**src/wvc_pkg.sv**
```systemverilog
// Shared types and constants of the waypoint velocity command unit.
package wvc_pkg;

  localparam logic [15:0] MIN_SLOWDOWN = 16'd104;
  localparam logic [19:0] TWO_PI_Q16   = 20'd411775;

  localparam logic [31:0] ATAN_TAB [32] = '{
    32'd536870912, 32'd316933406, 32'd167458907, 32'd85004756, 32'd42667331,
    32'd21354465,  32'd10679838,  32'd5340245,   32'd2670163,  32'd1335087,
    32'd667544,    32'd333772,    32'd166886,    32'd83443,    32'd41722,
    32'd20861,     32'd10430,     32'd5215,      32'd2608,     32'd1304,
    32'd652,       32'd326,       32'd163,       32'd81,       32'd41,
    32'd20,        32'd10,        32'd5,         32'd3,        32'd1,
    32'd1,         32'd0
  };

  typedef enum logic [1:0] {
    REG_GOAL_TOL = 2'd0,
    REG_SLOWDOWN = 2'd1,
    REG_LIN_GAIN = 2'd2,
    REG_ANG_GAIN = 2'd3
  } reg_idx_e;

  typedef struct packed {
    logic [31:0] arrive_tol;
    logic [15:0] slowdown_angle;
    logic [15:0] fwd_gain;
    logic [15:0] turn_gain;
  } cfg_t;

  typedef struct packed {
    logic [31:0]        reach;
    logic signed [16:0] err;
    logic               arrived;
  } side_t;

endpackage

```
**src/wvc_cfg.sv**
```systemverilog
// Configuration register file behind the APB port.
module wvc_cfg (
  input  logic              clk_i,
  input  logic              rst_ni,
  input  logic              psel,
  input  logic              penable,
  input  logic              pwrite,
  input  logic [3:0]        paddr,
  input  logic [31:0]       pwdata,
  output logic [31:0]       prdata,
  output logic              pready,
  output wvc_pkg::cfg_t     cfg_o
);
  import wvc_pkg::*;

  cfg_t     cfg_q;
  reg_idx_e idx;

  assign idx    = reg_idx_e'(paddr[3:2]);
  assign pready = 1'b1;
  assign cfg_o  = cfg_q;

  always_ff @(posedge clk_i or negedge rst_ni) begin
    if (!rst_ni) begin
      cfg_q.arrive_tol     <= 32'd6554;
      cfg_q.slowdown_angle <= 16'd16384;
      cfg_q.fwd_gain       <= 16'd256;
      cfg_q.turn_gain      <= 16'd256;
    end else if (psel && penable && pwrite && pready) begin
      unique case (idx)
        REG_GOAL_TOL: cfg_q.arrive_tol     <= pwdata;
        REG_SLOWDOWN: cfg_q.slowdown_angle <= pwdata[15:0];
        REG_LIN_GAIN: cfg_q.fwd_gain       <= pwdata[15:0];
        REG_ANG_GAIN: cfg_q.turn_gain      <= pwdata[15:0];
        default: ;
      endcase
    end
  end

  always_comb begin
    unique case (idx)
      REG_GOAL_TOL: prdata = cfg_q.arrive_tol;
      REG_SLOWDOWN: prdata = {16'd0, cfg_q.slowdown_angle};
      REG_LIN_GAIN: prdata = {16'd0, cfg_q.fwd_gain};
      REG_ANG_GAIN: prdata = {16'd0, cfg_q.turn_gain};
      default:      prdata = 32'd0;
    endcase
  end

endmodule

```
**config.mk**
```make
export PLATFORM = sky130hd
export DESIGN_NAME = wvc_cfg
export DESIGN_NICKNAME = d
export VERILOG_FILES = /design/src/wvc_pkg.sv /design/src/wvc_cfg.sv
export SDC_FILE = /design/constraint.sdc
export NUM_CORES = 1
export LEC_CHECK = 0
export ABC_CLOCK_PERIOD_IN_PS = 1600
export BUFFER_PORTS_ARGS = -buffer_cell sky130_fd_sc_hd__buf_2
export CORE_MARGIN = 3
export CORE_UTILIZATION = 49
export CTS_BUF_LIST = sky130_fd_sc_hd__clkbuf_2
export CTS_CLUSTER_SIZE = 14
export DETAILED_ROUTE_END_ITERATION = 10
export HOLD_SLACK_MARGIN = 0.05
export PLACE_DENSITY = 0.82
export SLEW_MARGIN = 30
export SYNTH_ARGS = -nofsm -noshare
export SYNTH_HDL_FRONTEND = slang
export SYNTH_SLANG_ARGS = --single-unit
```
**constraint.sdc**
```tcl
create_clock -name clk_i -period 1.6 [get_ports clk_i]
set_input_delay 0.16 -clock clk_i [delete_from_list [all_inputs] [get_ports clk_i]]
set_output_delay 0.16 -clock clk_i [all_outputs]
set_load 0.01 [all_outputs]
```
==> summary.md <==
| Metric | Value |
|---|---|
| Sink Count | 80 |
| Initial cell density of the core | 51.64% |
| Dpl hpwl | 6221 um |
| GRT Residual Overflow | 0 |
| Crit Reg-Reg Endpoint | cfg_o[11] |
| Total track usage | 24.90% |
| CTS Root Cell | clkbuf_2 |
| DR pass1 iterations | 4 |
| CTS tree | built |
| Max FFs per register | 80 |
| Reg2reg start | cfg_o[11] |
| DRT antenna net count | 0 |
| Crit path launch type | flip-flop |
| Post-place setup slack | 0.1735 ns |
| Largest net degree at the start of global routing | 37 |
| First-pass GRT wire length | 16090 um |
| Register area share after synthesis | 56.18% |
| Area share of the largest cell type after synthesis | 48.85% |
| Leak pwr | 2.667 nW |
| Die Y | 91.55 um |
| WS Path Type | reg -> out |
| Slew HR | 63.10% |
| Clk_lat worst skew | 0.49 ns |
| DIE AREA | 8380 um^2 |
| Final Worst Setup Slack | -0.1868 ns |
| Placement Cell Area | 4494 um^2 |
| Count leader, synth | dfrtp_1 |
| CTS max path bufs | 2 |
| Setup Total Neg Slack | -2.197 ns |
| Most area-consuming cells after synthesis | dfrtp_1 (49%), mux2_2 (21%), mux4_2 (10%) |
| Post-layout util | 76.47% |
| Final Hold Fails | 0 |
| Count of final max-slew check failures | 0 |
| Post-Syn Instances | 214 |
| Port bufs | 150 |
| FF+latch count, synth | 80 |
| Status | finished, violations left |
| Min Tclk post-route | 1.787 ns |
| Clk slew on worst S/H paths | 0.27 ns |
| Wirelength, routed | 10670 um |
| Final instance area | 5310 um^2 |
| Share of layout cells above drive strength 1 | 71.24% |
| Drt via density | 5.128 |
| Setup violators final | 16 |
| Hold crit path type | in -> async |
| Number of remaining DRC errors | 0 |
| Die span in x | 91.55 um |
| Max FO, Critical Path | 3 |
| Vias in the first global route | 3065 |
| Slew @ Worst Pin | 0.5517 ns |
| Origin of the worst setup path | cfg_o[61] |
| Syn_nets | 255 |
| Max Cap Viol | 0 |
| I/O pin cnt | 154 |
| Yosys cell types | 19 |
| Yosys warns | 0 |
| Vias | 2810 |
| Fmax | 559.7 MHz |
| Routed WL per cell | 19.47 um |
| Part of the cycle the worst path needs | 111.7% |
| Nets | 488 |
| Clock Skews | 0 ns |
| Maximum vdd drop | 882.5 uV |
| Initial antenna violation count | 0 |
| Worst hold slack | 0.1352 ns |
| Synth top cells by count | dfrtp_1 (70), mux2_2 (68), and2_1 (16), mux4_2 (16) |
| Asr flop ratio synth | 100.0% |
| H-tree depth | 3 |
| Post-synth EDFFs | 0 |
| CP Capture Type | primary output |
| Netlist Area Pre-Place | 3586 um^2 |
| Synth-to-layout area growth | 48.08% |
| CTS buffer count | 9 |
| Top_reg_cell synth | dfrtp_1 |
| R2R depth | 3 |
| Post-synth top area cell | dfrtp_1 |
| Violated checks | negative setup slack |
| DRT iter0 DRCs | 66 |
| Crit path required time | 1.44 ns |
| Core Area | 6944 um^2 |
| Setup crit end | prdata[13] |
| Reg2reg setup slack | 0.56 ns |
| Diodes inserted | 0 |
| Pwr Density | 1209 nW/um^2 |
| RSZ-0062 raised after global routing | yes |
| Mapped Avg Cell Area | 16.76 um^2 |
| Final Wtd Congestion | 0.7553 |
| Crit path arrival time | 1.63 ns |
| Num rows | 30 |
cells in the final DEF (no fill, tap or decap):
cell type and count:
mux2_2 68, buf_4 47, dfstp_2 10, bufinv_16 1, clkinvlp_4 1, nor3_4 2, clkbuf_2 10, buf_6 10
or2_1 1, buf_2 139, and2_1 16, inv_1 1, mux2_4 10, nor2_2 1, mux4_2 16, mux2_1 2
dfrtp_1 70, nand3_1 1, dlygate4sd3_1 35, nor2_1 1, buf_12 4, clkinv_4 2, nand4_1 1, conb_1 1
inv_6 1, clkinv_1 1
final cells by class:
class	count	area (um^2)
fill	424	1634
sequential	80	2014
inverter	1	3.754
clock inverter	6	67.56
tap	96	120.1
timing repair buffer	235	1592
multi-input combinational	120	1463
clock buffer	10	50.05
where the power goes:
part           switching [mW]  total [mW]  internal [mW]
Combinational            1.04        2.46           1.42
Sequential              0.344        2.88           2.53
Clock                   0.709        1.08          0.373
how the worst min path moves through the flow:
stage	startpoint	to
after detailed placement	rst_ni	cfg_o[14]
after floorplan	rst_ni	cfg_o[0]
after global placement	rst_ni	cfg_o[62]
final	rst_ni	cfg_o[59]
after global routing	rst_ni	cfg_o[59]
after CTS	rst_ni	cfg_o[59]
worst max-delay path: stages (launching register included):
cell and delay (ns):
dfrtp_1 0.47, mux4_2 0.47, buf_2 0.16
layer usage:
layer | up-vias | part of all wire, % | global-route usage [%]
met3 | 16 | 5.9 | 3.977
met2 | 125 | 55 | 45.89
li1 | 1248 | - | -
met5 | - | 0 | 0
met1 | 1421 | 37 | 28.77
met4 | 0 | 1.5 | 9.422
per-stage QoR:
| step | cells | power (mW) |
|---|---|---|
| 2_1_floorplan | 214 | 3.885 |
| 3_5_place_dp | 459 | 4.806 |
| 3_3_place_gp | 459 | 4.716 |
| 6_report | 548 | 6.422 |
| 5_1_grt | 548 | 6.755 |
| 4_1_cts | 534 | 6.172 |
cell families (layout without fill, tap and decap cells):
logic type / Yosys count / after routing / share of synthesized area (%)
flops: 80 / 80 / 56.18
simple gates: 23 / 23 / 4.466
buf+inv: 14 / 252 / 3.035
other cells: 1 / 1 / 0.1046
mux: 96 / 96 / 36.22
timing repair:
action / 4_1_cts / 5_1_grt
setup buffers: 24 / 14
endpoints found under the setup margin: 16 / 16
hold endpoints to repair: 158 / 0
gates resized for setup: 3 / 8
hold buffers: 35 / 0
(Power assumes the default switching activity.)
