--- src/wvc_pkg.sv ---
// Shared types and constants of the waypoint velocity command unit.
package wvc_pkg;

  localparam logic [15:0] MIN_SLOWDOWN = 16'd104;
  localparam logic [19:0] TWO_PI_Q16   = 20'd411775;

  localparam logic [31:0] ATAN_TAB [32] = '{
    32'd536870912, 32'd316933406, 32'd167458907, 32'd85004756, 32'd42667331,
    32'd21354465,  32'd10679838,  32'd5340245,   32'd2670163,  32'd1335087,
    32'd667544,    32'd333772,    32'd166886,    32'd83443,    32'd41722,
    32'd20861,     32'd10430,     32'd5215,      32'd2608,     32'd1304,
    32'd652,       32'd326,       32'd163,       32'd81,       32'd41,
    32'd20,        32'd10,        32'd5,         32'd3,        32'd1,
    32'd1,         32'd0
  };

  typedef enum logic [1:0] {
    REG_GOAL_TOL = 2'd0,
    REG_SLOWDOWN = 2'd1,
    REG_LIN_GAIN = 2'd2,
    REG_ANG_GAIN = 2'd3
  } reg_idx_e;

  typedef struct packed {
    logic [31:0] arrive_tol;
    logic [15:0] slowdown_angle;
    logic [15:0] fwd_gain;
    logic [15:0] turn_gain;
  } cfg_t;

  typedef struct packed {
    logic [31:0]        reach;
    logic signed [16:0] err;
    logic               arrived;
  } side_t;

endpackage

--- src/wvc_div.sv ---
// Pipelined restoring divider for the heading slowdown scale, one quotient bit per stage.
module wvc_div (
  input  logic              clk_i,
  input  logic              rst_ni,
  input  logic              en_i,
  input  logic              valid_i,
  input  logic [15:0]       num_i,
  input  logic [15:0]       den_i,
  input  wvc_pkg::side_t    side_i,
  output logic              valid_o,
  output logic [16:0]       quot_o,
  output wvc_pkg::side_t    side_o
);
  import wvc_pkg::*;

  localparam int unsigned NumBits = 17;

  logic        v_q    [0:NumBits];
  logic [16:0] r_q    [0:NumBits];
  logic [16:0] q_q    [0:NumBits];
  logic [15:0] d_q    [0:NumBits];
  side_t       side_q [0:NumBits];

  always_ff @(posedge clk_i or negedge rst_ni) begin
    if (!rst_ni) begin
      v_q[0] <= 1'b0;
    end else if (en_i) begin
      v_q[0] <= valid_i;
    end
  end

  always_ff @(posedge clk_i) begin
    if (en_i) begin
      r_q[0]    <= {1'b0, num_i};
      q_q[0]    <= 17'd0;
      d_q[0]    <= den_i;
      side_q[0] <= side_i;
    end
  end

  for (genvar j = 0; j < NumBits; j++) begin : g_bit
    logic [16:0] r2;
    logic        ge;

    if (j == 0) begin : g_first
      assign r2 = r_q[j];
    end else begin : g_next
      assign r2 = {r_q[j][15:0], 1'b0};
    end
    assign ge = r2 >= {1'b0, d_q[j]};

    always_ff @(posedge clk_i or negedge rst_ni) begin
      if (!rst_ni) begin
        v_q[j+1] <= 1'b0;
      end else if (en_i) begin
        v_q[j+1] <= v_q[j];
      end
    end

    always_ff @(posedge clk_i) begin
      if (en_i) begin
        r_q[j+1]    <= ge ? r2 - {1'b0, d_q[j]} : r2;
        q_q[j+1]    <= {q_q[j][15:0], ge};
        d_q[j+1]    <= d_q[j];
        side_q[j+1] <= side_q[j];
      end
    end
  end

  assign valid_o = v_q[NumBits];
  assign quot_o  = q_q[NumBits];
  assign side_o  = side_q[NumBits];

endmodule

--- config.mk ---
export PLATFORM = sky130hd
export DESIGN_NAME = wvc_div
export DESIGN_NICKNAME = d
export VERILOG_FILES = /design/src/wvc_pkg.sv /design/src/wvc_div.sv
export SDC_FILE = /design/constraint.sdc
export NUM_CORES = 2
export LEC_CHECK = 0
export BUFFER_PORTS_ARGS = -buffer_cell sky130_fd_sc_hd__buf_2
export CAP_MARGIN = 5
export CORE_AREA = 2 2 365 367
export CTS_CLUSTER_DIAMETER = 120
export DETAILED_ROUTE_END_ITERATION = 8
export DIE_AREA = 0 0 367 369
export GPL_ROUTABILITY_DRIVEN = 0
export PLACE_DENSITY_LB_ADDON = 0.08
export SYNTH_ARGS = -nofsm -noshare
export SYNTH_HDL_FRONTEND = slang
export SYNTH_SLANG_ARGS = --single-unit
export TNS_END_PERCENT = 50
--- constraint.sdc ---
create_clock -name clk_i -period 2.7 [get_ports clk_i]
set_input_delay 0.54 -clock clk_i [delete_from_list [all_inputs] [get_ports clk_i]]
set_output_delay 0.54 -clock clk_i [all_outputs]
set_load 0.01 [all_outputs]
==> out/qor.csv <==
metric,value,unit
status,finished with violations,
violations,negative setup slack,
rows,133,
synth-seq-cells,1615,
cts_root_buf,clkbuf_16,
synth_area_leaders,"edfxtp_1 73%, ha_1 5.2%, mux2_2 2.6%",
synth_cell_types,87,
hp-class,input port to register,
cts_tree,built,
finalHoldViolCount,0,
numCtsBuffers,164,
hpwl,71500,µm
wl_per_cell,16.0,µm
period_needed,2.77,ns
synthToLayoutAreaGrowth,20.5,%
initial_utilization,49.8,%
p_int,57.9,mW
syn_inst,4041,
diodes,0,
num_vias,33800,
report.final.slew_viol_count,0,
crit_path_cell_trace,ha_1 -> and2b_4 -> o21a_4 -> o31ai_4 -> a31oi_4 -> o41a_1 -> o21a_1 -> buf_12 -> mux2_4,
nets,5175,
ys_seq_area_share,74.2,%
synth_top_family_by_area,compound AO/OA/AOI/OAI gates,
p_sw_share,29.0,%
worst_slack,-0.0747,ns
drcViolationCount,0,
worst_ir_drop_vdd,667,µV
slew_headroom,49.4,%
grt_antenna_before_repair,1,
power_leakage,30.1,nW
ys_warn_count,0,
placed_cells,6252,
synth_xor_area_share,2.17,%
synthesis.area,65300,µm²
clock_sinks,1615,
clkPwrFrac,26.3,%
crit_path_max_incr_delay,0.39,ns
rsz0062_at_grt,true,
grt_pass1_vias,33900,
fillers,9976,
die_h,369,µm
drive_above_1_share,22.6,%
whs_path_depth,1,
pin_count,154,
skew,0.0481,ns
worstSkewPairLatency,0.78,ns
grt_pass1_wl,171000,µm
synth_compound_area_share,7.49,%
power,81.7,mW
grt_max_degree,107,
drt_iter0_markers,1994,
cpMaxStageDelayCell,edfxtp_1,
synth_top_area_share,73.5,%
viasPerCell,5.06,
dieArea,135000,µm²
synth_edf_count,1597,
combPwrFrac,31.7,%
fin_crit_sh,103,%
place.port_buffers,153,
final_util,60.0,%
fin_cells,6689,
grt_overflow,0,
finalSetupViolations,14,
syn_nets,4414,
synth_adder_area_share,5.69,%
p_sw,23.7,mW
synth-simple-area-share,4.90,%
firstDrtPassIters,5,
start_kind,register,
ant_nets,0,
cp.arrival,3.27,ns
place_ws,-0.134,ns
core-area,131000,µm²
cts_max_level,4,
synth.area.mux_share,3.18,%
worst_pin_slew,0.754,ns
synth.avg_cell_area,16.2,µm²
grt_use_total,15.7,%
crit_type,register to register,
synthArstFlopShare,1.11,%
power_density,1040,nW/µm²
cap_violations,0,
synth_flop_cell,edfxtp_1,
die_x,367,µm
whs,0.195,ns
synth.largest_area_cell,edfxtp_1,
critical_path_required,3.20,ns
cts.reportedPaths.clkPinSlew,0.06,ns
pwr-share-seq,42.0,%
fmax,0.360,GHz
endpoint_kind,register,
r2r_cells,9,
cts.path.max_buffers,3,
drt_wl_total,107000,µm
crit_path_max_fanout,16,
[per-stage QoR]
stage               instance area (µm²)  setup TNS (ns)
floorplan                         65300          -0.459
global placement                  71100           -2.20
detailed placement                71100           -4.86
CTS                               77400          -0.796
global route                      78700           -4.68
finish                            78700          -0.763
[layout make-up]
cell class	instances	area (µm²)	area share, %
Sequential cell	1615	48400	61.5
Multi-Input combinational cell	2023	16300	20.7
Timing Repair Buffer	651	5270	6.70
Clock buffer	216	4380	5.57
Tap cell	1755	2200	2.79
Inverter	346	1300	1.66
Clock inverter	82	840	1.07
Timing Repair inverter	1	6.26	0.00795
[path summary, 6_finish.rpt]
| check | startpoint | to | slack, ns |
|---|---|---|---|
| hold / removal | en_i | side_q[0][45] | 0.20 |
| min in group asynchronous | rst_ni | v_q[17] | 0.21 |
| max in group asynchronous | rst_ni | v_q[6] | 2.20 |
| hold reg to reg | side_q[12][44] | side_q[13][44] | 0.39 |
| setup reg to reg | r_q[6][0] | r_q[7][12] | -0.07 |
| setup / recovery | r_q[6][0] | r_q[7][12] | -0.07 |
[cell families (layout without fill, tap and decap cells)]
kind of cell | after synthesis | after routing
XOR/XNOR | 162 | 162
adder cells (fa/ha/maj) | 287 | 287
AND/OR/NAND/NOR | 645 | 645
AO/OA/AOI/OAI | 743 | 744
flip-flops | 1615 | 1615
multiplexers | 185 | 185
buffers and inverters | 404 | 1296
[layer usage]
layer,routed length (µm),track usage (%),up-vias,share of wire (%)
met5,0,0,-,0
met1,47400,20.5,16200,44
met4,3400,5.89,0,3.2
met3,3760,3.01,226,3.5
li1,-,-,16800,-
met2,52300,26.1,541,49
[registers in the layout, summed over array words and instances (netlist names)]
name and cells:
d_q 272, q_q 153, r_q 272, side_q 900, v_q 17, valid_o 1
[layout by cell type, fill, tap and decap left out, types with 21 or more instances in the layout]
cell	netlist	layout
edfxtp_1	1597	1597
buf_4	3	369
inv_1	345	337
ha_1	271	243
a21oi_1	197	172
clkbuf_16	0	172
nor2_1	167	165
nand2_1	161	160
buf_2	12	152
mux2_2	153	142
o21ai_0	154	132
xnor2_1	94	94
dlygate4sd3_1	0	84
a21o_1	70	70
xor2_1	68	68
o21a_1	64	63
nor2b_1	54	47
clkbuf_1	38	46
nor3_1	47	44
nand2b_1	39	38
clkinv_1	0	37
buf_12	1	34
nand4_1	33	33
a211oi_1	41	33
nand3_1	32	29
o31a_1	24	24
mux2i_1	25	24
o211ai_1	23	23
ha_4	0	23
a21oi_2	0	22
o21ai_1	5	21
or3_1	21	21
[power groups by stage]
stage	combinational, mW	clock (mW)	sequential (mW)
final	25.9	21.5	34.3
after global routing	28.7	23.2	34.6
after CTS	24.2	22.3	34.3
after detailed placement	23.6	0	34.8
after global placement	23.2	0	34.7
after floorplan	16.4	0	34.0
[synth_stat cells, types with 54 or more instances]
library cell and count:
a21o_1 70, a21oi_1 197, edfxtp_1 1597, ha_1 271
inv_1 345, mux2_2 153, nand2_1 161, nor2_1 167
nor2b_1 54, o21a_1 64, o21ai_0 154, xnor2_1 94
xor2_1 68
[critical path, delay by kind of cell, from the launching register on]
kind | cells | cell delay [ns]
flip-flops | 1 | 0.39
AND/OR/NAND/NOR | 1 | 0.18
AO/OA/AOI/OAI | 5 | 1.16
multiplexers | 1 | 0.30
buffers and inverters | 1 | 0.16
adder cells (fa/ha/maj) | 1 | 0.33
[repair_timing]
item,in CTS,in global routing
hold buffers,84,0
cloned,0,11
setup buffers,11,33
hold endpoints to repair,101,0
endpoints found under the setup margin,122,217
gates resized for setup,32,172
pin swaps,9,48
Power figures use the tool's default switching activity.
